## config.mk

```make
export PLATFORM = sky130hd
export DESIGN_NAME = frame_parity_crc32_check_flat
export DESIGN_NICKNAME = d
export VERILOG_FILES = /design/src/rtl/core/fpc_pkg.sv /design/src/rtl/core/fpc_if.sv /design/src/rtl/core/fpc_front.sv /design/src/rtl/core/fpc_queue.sv /design/src/rtl/core/fpc_back.sv /design/src/rtl/core/frame_parity_crc32_check.sv /design/src/flat_wrapper.sv
export VERILOG_INCLUDE_DIRS = /design/src /design/src/rtl/core
export SDC_FILE = /design/constraint.sdc
export NUM_CORES = 1
export LEC_CHECK = 0
export ABC_AREA = 1
export ABC_CLOCK_PERIOD_IN_PS = 3700
export BUFFER_PORTS_ARGS = -buffer_cell sky130_fd_sc_hd__buf_2
export CORE_MARGIN = 10
export CORE_UTILIZATION = 45
export DETAILED_ROUTE_END_ITERATION = 10
export PLACE_DENSITY = 0.62
export SYNTH_ARGS = -nofsm -noshare
export SYNTH_HDL_FRONTEND = slang
export SYNTH_SLANG_ARGS = --single-unit
```

## constraint.sdc

```tcl
create_clock -name clk -period 3.7 [get_ports clk]
set_clock_uncertainty 0.05 [all_clocks]
set_input_delay 0.555 -clock clk [delete_from_list [all_inputs] [get_ports clk]]
set_output_delay 0.555 -clock clk [all_outputs]
set_load 0.01 [all_outputs]
```

## src/rtl/core/frame_parity_crc32_check_macros.svh

```systemverilog
// Assertion macros shared by the frame check block.
// No dependencies; included by the top level only.
`ifndef FRAME_PARITY_CRC32_CHECK_MACROS_SVH
`define FRAME_PARITY_CRC32_CHECK_MACROS_SVH

// Same-cycle implication under a synchronous active-low reset
`define FPC_ASSERT_IMP(lbl, ck, rn, ante, cons, msg) \
  lbl: assert property (@(posedge ck) disable iff (!(rn)) (ante) |-> (cons)) \
    else $error(msg);

// Next-cycle implication under a synchronous active-low reset
`define FPC_ASSERT_NXT(lbl, ck, rn, ante, cons, msg) \
  lbl: assert property (@(posedge ck) disable iff (!(rn)) (ante) |=> (cons)) \
    else $error(msg);

`endif

```

## src/rtl/core/fpc_pkg.sv

```systemverilog
// Shared types, constants and the CRC byte update for the frame check block.
// No dependencies; the interfaces, the modules and the bench all use it.
package fpc_pkg;

  localparam int unsigned BYTE_W      = 8;
  localparam int unsigned CRC_W       = 32;
  localparam logic [CRC_W-1:0] CRC_POLY = 32'h04C1_1DB7;

  // Receive check byte count saturates here
  localparam int unsigned IDX_W       = 3;
  localparam logic [IDX_W-1:0] IDX_MAX = 3'd7;

  // Job queue between front and back; depth is a power of two
  localparam int unsigned QUEUE_DEPTH = 2;
  localparam int unsigned QPTR_W      = $clog2(QUEUE_DEPTH);
  localparam int unsigned QCNT_W      = $clog2(QUEUE_DEPTH + 1);

  // Configuration port
  localparam int unsigned CFG_IDX_W   = 2;
  localparam int unsigned CFG_DATA_W  = 2;
  localparam int unsigned MODE_W      = 2;

  typedef enum logic [CFG_IDX_W-1:0] {
    REG_CHECK_MODE = 2'd0,
    REG_DIRECTION  = 2'd1
  } fpc_reg_t;

  typedef enum logic [MODE_W-1:0] {
    MODE_EVEN = 2'd0,
    MODE_ODD  = 2'd1,
    MODE_CRC  = 2'd2
  } fpc_mode_t;

  typedef enum logic {
    DIR_TX = 1'b0,
    DIR_RX = 1'b1
  } fpc_dir_t;

  // Back-end emit phase: the word itself, then four check bytes
  typedef enum logic [2:0] {
    PH_MSG  = 3'd0,
    PH_CHK0 = 3'd1,
    PH_CHK1 = 3'd2,
    PH_CHK2 = 3'd3,
    PH_CHK3 = 3'd4
  } fpc_phase_t;

  // One classified word as handed from front to back
  typedef struct packed {
    logic [BYTE_W-1:0] data;
    logic              chk;
    logic              eof;
    logic              err;
    logic              append;
    logic [CRC_W-1:0]  check_word;
  } fpc_job_t;

  typedef struct packed {
    logic full;
    logic empty;
  } fpc_q_stat_t;

  typedef struct packed {
    logic pop;
    logic busy;
  } fpc_back_stat_t;

  // Shift one byte into the remainder, MSB first
  function automatic logic [CRC_W-1:0] crc_byte(input logic [CRC_W-1:0] crc,
                                                input logic [BYTE_W-1:0] b);
    logic [CRC_W-1:0] c;
    logic             top;
    c = crc;
    for (int i = BYTE_W - 1; i >= 0; i--) begin
      top = c[CRC_W-1] ^ b[i];
      c   = {c[CRC_W-2:0], 1'b0} ^ (top ? CRC_POLY : '0);
    end
    return c;
  endfunction

endpackage

```

## src/rtl/core/fpc_if.sv

```systemverilog
// Channel interfaces for the frame check block: input, result and configuration.
// Depends on fpc_pkg for widths.
interface fpc_in_if;
  logic                        valid;
  logic                        ready;
  logic [fpc_pkg::BYTE_W-1:0]  data_byte;
  logic                        is_check;
  logic                        last_byte;

  modport source (output valid, output data_byte, output is_check,
                  output last_byte, input ready);
  modport sink   (input valid, input data_byte, input is_check,
                  input last_byte, output ready);
endinterface

interface fpc_out_if;
  logic                        valid;
  logic                        ready;
  logic [fpc_pkg::BYTE_W-1:0]  out_byte;
  logic                        out_is_check;
  logic                        end_of_frame;
  logic                        error_found;

  modport source (output valid, output out_byte, output out_is_check,
                  output end_of_frame, output error_found, input ready);
  modport sink   (input valid, input out_byte, input out_is_check,
                  input end_of_frame, input error_found, output ready);
endinterface

interface fpc_cfg_if;
  logic                            valid;
  logic                            ready;
  logic [fpc_pkg::CFG_IDX_W-1:0]   index;
  logic [fpc_pkg::CFG_DATA_W-1:0]  data;

  modport source (output valid, output index, output data, input ready);
  modport sink   (input valid, input index, input data, output ready);
endinterface

```

## src/rtl/core/fpc_front.sv

```systemverilog
// Front end: configuration registers, input acceptance, CRC and parity update,
// and classification of each word into a job. Depends on fpc_pkg and fpc_if.
module fpc_front (
  input  logic              clk,
  input  logic              rst_n,
  fpc_cfg_if.sink           cfg_ch,
  fpc_in_if.sink            in_ch,
  input  logic              q_full,
  output logic              push,
  output fpc_pkg::fpc_job_t job
);
  import fpc_pkg::*;

  logic [MODE_W-1:0] mode_r;
  fpc_dir_t          dir_r;
  logic [CRC_W-1:0]  crc_r, crc_nxt;
  logic              par_r, par_nxt;
  logic [IDX_W-1:0]  idx_r, idx_nxt;
  logic              rpb_r, rpb_nxt;

  logic [CRC_W-1:0]  crc_new;
  logic              par_new;
  logic              crc_mode;
  logic              odd;
  logic              accept;

  // Configuration is always taken
  assign cfg_ch.ready = 1'b1;

  always_ff @(posedge clk) begin
    if (!rst_n) begin
      mode_r <= MODE_CRC;
      dir_r  <= DIR_TX;
    end else if (cfg_ch.valid) begin
      unique case (cfg_ch.index)
        REG_CHECK_MODE: mode_r <= cfg_ch.data[MODE_W-1:0];
        REG_DIRECTION:  dir_r  <= fpc_dir_t'(cfg_ch.data[0]);
        default: ;
      endcase
    end
  end

  assign crc_mode    = mode_r[1];
  assign odd         = (mode_r == MODE_ODD);
  assign in_ch.ready = !q_full;
  assign accept      = in_ch.valid && in_ch.ready;
  assign push        = accept;

  assign crc_new = crc_byte(crc_r, in_ch.data_byte);
  assign par_new = par_r ^ (^in_ch.data_byte);

  // Classify the word and work out the frame state after it
  always_comb begin
    crc_nxt        = crc_new;
    par_nxt        = par_r;
    idx_nxt        = idx_r;
    rpb_nxt        = rpb_r;
    job.data       = in_ch.data_byte;
    job.chk        = 1'b0;
    job.eof        = 1'b0;
    job.err        = 1'b0;
    job.append     = 1'b0;
    job.check_word = '0;
    if (dir_r == DIR_TX) begin
      par_nxt        = par_new;
      job.append     = in_ch.last_byte;
      job.check_word = crc_mode ? crc_new : {par_new ^ odd, {(CRC_W-1){1'b0}}};
    end else begin
      job.chk = in_ch.is_check;
      job.eof = in_ch.last_byte;
      if (in_ch.is_check) begin
        if (idx_r == '0) begin
          rpb_nxt = in_ch.data_byte[BYTE_W-1];
        end
        if (idx_r != IDX_MAX) begin
          idx_nxt = idx_r + 1'b1;
        end
      end else begin
        par_nxt = par_new;
      end
      if (in_ch.last_byte) begin
        job.err = crc_mode ? (crc_new != '0) : ((par_nxt ^ odd) != rpb_nxt);
      end
    end
    // Clear the CRC, parity and check byte count at frame end
    if (in_ch.last_byte) begin
      crc_nxt = '0;
      par_nxt = 1'b0;
      idx_nxt = '0;
    end
  end

  always_ff @(posedge clk) begin
    if (!rst_n) begin
      crc_r <= '0;
      par_r <= 1'b0;
      idx_r <= '0;
      rpb_r <= 1'b0;
    end else if (accept) begin
      crc_r <= crc_nxt;
      par_r <= par_nxt;
      idx_r <= idx_nxt;
      rpb_r <= rpb_nxt;
    end
  end

endmodule

```

## src/rtl/core/fpc_queue.sv

```systemverilog
// Short job queue between front and back end.
// Depends on fpc_pkg for the job type and depth.
module fpc_queue (
  input  logic                 clk,
  input  logic                 rst_n,
  input  logic                 push,
  input  fpc_pkg::fpc_job_t    push_job,
  input  logic                 pop,
  output fpc_pkg::fpc_job_t    head_job,
  output fpc_pkg::fpc_q_stat_t stat
);
  import fpc_pkg::*;

  fpc_job_t          entries_r [QUEUE_DEPTH];
  logic [QPTR_W-1:0] wr_ptr_r;
  logic [QPTR_W-1:0] rd_ptr_r;
  logic [QCNT_W-1:0] count_r;

  assign stat.full  = (count_r == QCNT_W'(QUEUE_DEPTH));
  assign stat.empty = (count_r == '0);
  assign head_job   = entries_r[rd_ptr_r];

  // Store the pushed job
  always_ff @(posedge clk) begin
    if (push) begin
      entries_r[wr_ptr_r] <= push_job;
    end
  end

  // Advance pointers and the fill count
  always_ff @(posedge clk) begin
    if (!rst_n) begin
      wr_ptr_r <= '0;
      rd_ptr_r <= '0;
      count_r  <= '0;
    end else begin
      if (push) begin
        wr_ptr_r <= wr_ptr_r + 1'b1;
      end
      if (pop) begin
        rd_ptr_r <= rd_ptr_r + 1'b1;
      end
      if (push && !pop) begin
        count_r <= count_r + 1'b1;
      end else if (pop && !push) begin
        count_r <= count_r - 1'b1;
      end
    end
  end

endmodule

```

## src/rtl/core/fpc_back.sv

```systemverilog
// Back end: expands each job into result words and drives the output register.
// Depends on fpc_pkg and fpc_if.
module fpc_back (
  input  logic                    clk,
  input  logic                    rst_n,
  input  fpc_pkg::fpc_job_t       job,
  input  fpc_pkg::fpc_q_stat_t    q_stat,
  output fpc_pkg::fpc_back_stat_t stat,
  fpc_out_if.source               out_ch
);
  import fpc_pkg::*;

  fpc_phase_t        phase_r, phase_nxt;
  logic              out_valid_r;
  logic [BYTE_W-1:0] out_byte_r, out_byte_nxt;
  logic              out_chk_r, out_chk_nxt;
  logic              out_eof_r, out_eof_nxt;
  logic              out_err_r, out_err_nxt;
  logic              load;
  logic              step;
  logic              job_done;

  assign load = !out_valid_r || out_ch.ready;
  assign step = load && !q_stat.empty;

  always_ff @(posedge clk) begin
    if (!rst_n) begin
      phase_r <= PH_MSG;
    end else begin
      phase_r <= phase_nxt;
    end
  end

  // Pick the result word for this phase and the phase after it
  always_comb begin
    out_byte_nxt = job.data;
    out_chk_nxt  = 1'b1;
    out_eof_nxt  = 1'b0;
    out_err_nxt  = 1'b0;
    job_done     = 1'b0;
    unique case (phase_r)
      PH_MSG: begin
        out_chk_nxt = job.chk;
        out_eof_nxt = job.eof;
        out_err_nxt = job.err;
        job_done    = !job.append;
      end
      PH_CHK0: out_byte_nxt = job.check_word[31:24];
      PH_CHK1: out_byte_nxt = job.check_word[23:16];
      PH_CHK2: out_byte_nxt = job.check_word[15:8];
      PH_CHK3: begin
        out_byte_nxt = job.check_word[7:0];
        out_eof_nxt  = 1'b1;
        job_done     = 1'b1;
      end
      default: job_done = 1'b1;
    endcase
    phase_nxt = phase_r;
    if (step) begin
      phase_nxt = job_done ? PH_MSG : fpc_phase_t'(phase_r + 1'b1);
    end
  end

  assign stat.pop  = step && job_done;
  assign stat.busy = (phase_r != PH_MSG);

  // Hold the result until taken, load the next when free
  always_ff @(posedge clk) begin
    if (!rst_n) begin
      out_valid_r <= 1'b0;
    end else if (load) begin
      out_valid_r <= !q_stat.empty;
    end
  end

  always_ff @(posedge clk) begin
    if (step) begin
      out_byte_r <= out_byte_nxt;
      out_chk_r  <= out_chk_nxt;
      out_eof_r  <= out_eof_nxt;
      out_err_r  <= out_err_nxt;
    end
  end

  assign out_ch.valid        = out_valid_r;
  assign out_ch.out_byte     = out_byte_r;
  assign out_ch.out_is_check = out_chk_r;
  assign out_ch.end_of_frame = out_eof_r;
  assign out_ch.error_found  = out_err_r;

endmodule

```

## src/rtl/core/frame_parity_crc32_check.sv

```systemverilog
// Channel    Dir  Payload                                           Handshake
// cfg_ch     in   index, data (check_mode, direction)               valid/ready
// in_ch      in   data_byte, is_check, last_byte                    valid/ready
// out_ch     out  out_byte, out_is_check, end_of_frame, error_found valid/ready
//
// One input word per cycle while the queue is not full; the front end folds the CRC in byte-wide.
// A transmit last word yields five results, so the back end's output register
// sets the pace for that word.
// Synchronous active-low reset clears config to CRC transmit and empties the queue.
// A stalled output fills the two-entry queue, then in_ch.ready drops.
// Top level of the frame check block; depends on fpc_pkg, fpc_if and the macros header.
module frame_parity_crc32_check (
  input  logic     clk,
  input  logic     rst_n,
  fpc_cfg_if.sink  cfg_ch,
  fpc_in_if.sink   in_ch,
  fpc_out_if.source out_ch
);
  import fpc_pkg::*;

  `include "frame_parity_crc32_check_macros.svh"

  logic           q_push;
  logic           q_pop;
  fpc_job_t       push_job;
  fpc_job_t       head_job;
  fpc_q_stat_t    q_stat;
  fpc_back_stat_t back_stat;

  fpc_front u_front (
    .clk    (clk),
    .rst_n  (rst_n),
    .cfg_ch (cfg_ch),
    .in_ch  (in_ch),
    .q_full (q_stat.full),
    .push   (q_push),
    .job    (push_job)
  );

  fpc_queue u_queue (
    .clk      (clk),
    .rst_n    (rst_n),
    .push     (q_push),
    .push_job (push_job),
    .pop      (q_pop),
    .head_job (head_job),
    .stat     (q_stat)
  );

  fpc_back u_back (
    .clk    (clk),
    .rst_n  (rst_n),
    .job    (head_job),
    .q_stat (q_stat),
    .stat   (back_stat),
    .out_ch (out_ch)
  );

  assign q_pop = back_stat.pop;

  // Checks on the block's own logic
  `FPC_ASSERT_IMP(a_err_at_eof, clk, rst_n, out_ch.valid && out_ch.error_found, out_ch.end_of_frame, "error flag off frame end")
  `FPC_ASSERT_IMP(a_pop_nonempty, clk, rst_n, back_stat.pop, !q_stat.empty, "pop from empty queue")
  `FPC_ASSERT_IMP(a_busy_has_job, clk, rst_n, back_stat.busy, !q_stat.empty, "check bytes without a job")
  `FPC_ASSERT_NXT(a_full_blocks, clk, rst_n, q_stat.full && !back_stat.pop, !in_ch.ready, "input taken into full queue")

endmodule

```

## src/flat_wrapper.sv

```systemverilog
// flat-port wrapper written by rule: the top's interface ports become plain ports
module frame_parity_crc32_check_flat import fpc_pkg::*;
  (clk, rst_n, cfg_ch_valid, cfg_ch_index, cfg_ch_data, cfg_ch_ready, in_ch_valid, in_ch_data_byte, in_ch_is_check, in_ch_last_byte, in_ch_ready, out_ch_valid, out_ch_out_byte, out_ch_out_is_check, out_ch_end_of_frame, out_ch_error_found, out_ch_ready);
  fpc_cfg_if cfg_ch_i ();
  fpc_in_if in_ch_i ();
  fpc_out_if out_ch_i ();
  input  logic clk;
  input  logic rst_n;
  input wire logic [$bits(cfg_ch_i.valid)-1:0] cfg_ch_valid;
  input wire logic [$bits(cfg_ch_i.index)-1:0] cfg_ch_index;
  input wire logic [$bits(cfg_ch_i.data)-1:0] cfg_ch_data;
  output wire logic [$bits(cfg_ch_i.ready)-1:0] cfg_ch_ready;
  input wire logic [$bits(in_ch_i.valid)-1:0] in_ch_valid;
  input wire logic [$bits(in_ch_i.data_byte)-1:0] in_ch_data_byte;
  input wire logic [$bits(in_ch_i.is_check)-1:0] in_ch_is_check;
  input wire logic [$bits(in_ch_i.last_byte)-1:0] in_ch_last_byte;
  output wire logic [$bits(in_ch_i.ready)-1:0] in_ch_ready;
  output wire logic [$bits(out_ch_i.valid)-1:0] out_ch_valid;
  output wire logic [$bits(out_ch_i.out_byte)-1:0] out_ch_out_byte;
  output wire logic [$bits(out_ch_i.out_is_check)-1:0] out_ch_out_is_check;
  output wire logic [$bits(out_ch_i.end_of_frame)-1:0] out_ch_end_of_frame;
  output wire logic [$bits(out_ch_i.error_found)-1:0] out_ch_error_found;
  input wire logic [$bits(out_ch_i.ready)-1:0] out_ch_ready;
  assign cfg_ch_i.valid = cfg_ch_valid;
  assign cfg_ch_i.index = cfg_ch_index;
  assign cfg_ch_i.data = cfg_ch_data;
  assign cfg_ch_ready = cfg_ch_i.ready;
  assign in_ch_i.valid = in_ch_valid;
  assign in_ch_i.data_byte = in_ch_data_byte;
  assign in_ch_i.is_check = in_ch_is_check;
  assign in_ch_i.last_byte = in_ch_last_byte;
  assign in_ch_ready = in_ch_i.ready;
  assign out_ch_valid = out_ch_i.valid;
  assign out_ch_out_byte = out_ch_i.out_byte;
  assign out_ch_out_is_check = out_ch_i.out_is_check;
  assign out_ch_end_of_frame = out_ch_i.end_of_frame;
  assign out_ch_error_found = out_ch_i.error_found;
  assign out_ch_i.ready = out_ch_ready;
  frame_parity_crc32_check u_core (.clk(clk), .rst_n(rst_n), .cfg_ch(cfg_ch_i), .in_ch(in_ch_i), .out_ch(out_ch_i));
endmodule
```

==> flow_metrics.tcl <==
set metrics [dict create \
    status "finished clean" \
    fin_tns_setup_ns 0 \
    fin_nets 949 \
    fmax_ghz 0.412 \
    drc 0 \
    dieWidth_um 149 \
    top_level_ports 33 \
    rsz0062_at_grt "false" \
    drive_gt1_frac 0.139 \
    insertion_delay_ns 0.42 \
    fillers 1518 \
    dp_hpwl_um 13700 \
    cts_max_level 4 \
    grt_usage 0.180 \
    gp_congestion 0.938 \
    fin_crit_ns 2.42 \
    first_global_vias 5747 \
    drv_slew 0 \
    gr-total-overflow 0 \
    cts_buffers 17 \
    syn-instance-count 882 \
    synth_seq_cells 148 \
    p_per_area_mw_per_mm2 720 \
    antenna_found_initial 0 \
    diodes 0 \
    clkTransAtPathRegs_ns 0.06 \
    viasPerCell 5.27 \
    synth_area_mm2 0.00745 \
    synth-seq-area-share 0.531 \
    vias 6059 \
    die-area_mm2 0.0221 \
    tightest_slew_ns 1.09 \
    syn_nets 911 \
    hold_buffers 0 \
    grt_max_degree 45 \
    avgSynthCellArea_um2 8.44 \
    die_h_um 149 \
    synth_cell_type_count 42 \
    portBuffers 31 \
    hold_path.class "in -> reg" \
    ctsLongestPathBuffers 2 \
    crit_fanout 12 \
    cts_resized 0 \
    drt_iter0_markers 570 \
    finalSetupViolations 0 \
    wirelength_um 19300 \
    finalHoldViolations 0 \
    ir_drop_mv 0.370 \
    critical_path_arrival_ns 2.56 \
    cts_tree "built" \
    maxSlewHeadroom 0.273 \
    initial_utilization 0.464 \
    wl_per_cell_um 16.8 \
    rows 46 \
    worstSetupPathType "reg -> reg" \
    p_leak_nw 3.53 \
    core_mm2 0.0161 \
    worst_setup_path_start_kind "flop" \
    syn_to_final_growth_pct 13.3 \
    drtPass1Iterations 5 \
    ys_warn_count 0 \
    drt.antenna.violating_nets 0 \
    cp-end-kind "flop" \
    cts_setup_buffers 0 \
    finish.utilization 0.526 \
    max-cap-violations 0 \
    root_buffer "clkbuf_16" \
    fin_crit_sh 0.655 \
    cts_sinks 148 \
    grt_pass1_wl_um 31100 \
    worstPathRequired_ns 3.83 \
]
==> worst paths after layout <==
kind	endpoint	slack, ns	startpoint	cells after the start
max reg2reg	u_core.u_queue.entries_r[0][33]$_DFFE_PP_	1.28	u_core.u_front.crc_r[30]$_SDFFE_PN0P_	14
min	u_core.u_front.mode_r[1]$_SDFFE_PN1P_	0.30	cfg_ch_data[1]	3
max	u_core.u_queue.entries_r[0][33]$_DFFE_PP_	1.28	u_core.u_front.crc_r[30]$_SDFFE_PN0P_	14
min reg2reg	u_core.u_front.crc_r[9]$_SDFFE_PN0P_	0.41	u_core.u_front.crc_r[9]$_SDFFE_PN0P_	2
==> metrics by stage <==
stage	std cells	setup slack, ns	hold slack [ns]	power (mW)	area, µm²
2_1_floorplan	882	0.414	0.395	3.72	7450
3_3_place_gp	1117	0.965	0.405	4.41	7870
3_5_place_dp	1117	0.991	0.408	4.43	7870
4_1_cts	1149	1.32	0.288	6.09	8440
5_1_grt	1149	1.10	0.304	6.47	8440
6_report	1149	1.28	0.301	6.07	8440
==> cells by family after synthesis <==
family | after synthesis | synth area share
AO/OA/AOI/OAI | 127 | 0.0949
XOR/XNOR | 23 | 0.0301
adder cells (fa/ha/maj) | 10 | 0.0168
buffers and inverters | 100 | 0.0524
flip-flops | 148 | 0.531
multiplexers | 1 | 0.00134
other | 1 | 0.000503
AND/OR/NAND/NOR | 472 | 0.273
==> state kept, by name, summed over array words and instances, names as in the netlist, 2 cells and up, named ones only <==
register	flops
u_core.u_back.out_ch.out_byte	8
u_core.u_back.phase_r	3
u_core.u_front.crc_r	32
u_core.u_front.idx_r	3
u_core.u_front.mode_r	2
u_core.u_queue.count_r	2
u_core.u_queue.entries_r	88
==> critical path, stage by stage (launching register included) <==
cell and delay, ns:
dfxtp_1 0.37, inv_1 0.07, nand2_1 0.08, nand2_2 0.14, nand2_2 0.11, nand2_2 0.23
inv_2 0.25, nand2_2 0.09, nand2_2 0.09, xor2_2 0.26, nand2_1 0.12, nor2_1 0.12
nand2_1 0.06, nor2_1 0.10, nor2_1 0.05
==> layout by cell type, fill, tap and decap left out, types with 29 or more instances in the layout <==
| cell | instances |
|---|---|
| nand2_1 | 280 |
| edfxtp_1 | 99 |
| nor2_1 | 93 |
| inv_1 | 63 |
| a21oi_1 | 56 |
| dfxtp_1 | 49 |
| nand3_1 | 43 |
| o21ai_0 | 42 |
| buf_2 | 31 |
| nand2_2 | 29 |
==> synthesized netlist by cell type, drive strengths merged <==
cell type    n  area, µm²
nand4        4       25.0
o21ai       43        215
conb         1       3.75
inv         76        288
and3         1       6.26
nand2      316       1330
a21oi       56        280
nand3b       1       7.51
dfxtp       49        981
nor3b        1       7.51
clkinv       1       3.75
ha          10        125
a211oi       2       15.0
nor4         1       12.5
xnor2        3       26.3
edfxtp      99       2970
buf          3       23.8
nand3       47        255
a31oi        1       6.26
o22ai       11       68.8
xor2        20        198
o211ai       1       7.51
nor3         2       10.0
nor2        96        363
a2bb2oi      4       35.0
mux2i        1       10.0
clkbuf      20       75.1
and2         1       6.26
o221ai       9       78.8
or2          2       12.5
==> routing by layer <==
| layer | track usage | up-vias | wire, µm |
|---|---|---|---|
| li1 | - | 2981 | - |
| met1 | 0.244 | 2831 | 8810 |
| met2 | 0.276 | 216 | 8760 |
| met3 | 0.0410 | 31 | 1320 |
| met4 | 0.0624 | 0 | 374 |
| met5 | 0 | - | 0 |
==> cell type report <==
type | count | area (µm²) | area share
sequential | 148 | 3950 | 0.468
multi-input combinational | 634 | 3120 | 0.370
clock buffer | 19 | 433 | 0.0513
inverter | 77 | 292 | 0.0345
tap | 216 | 270 | 0.0320
timing repair buffer | 42 | 238 | 0.0282
clock inverter | 13 | 134 | 0.0159
==> where the power goes <==
part           switching [mW]  total (mW)  internal [mW]
sequential              0.124        2.35           2.22
combinational            1.44        2.06          0.619
clock                   0.676        1.67          0.990
(Power assumes the default switching activity.)
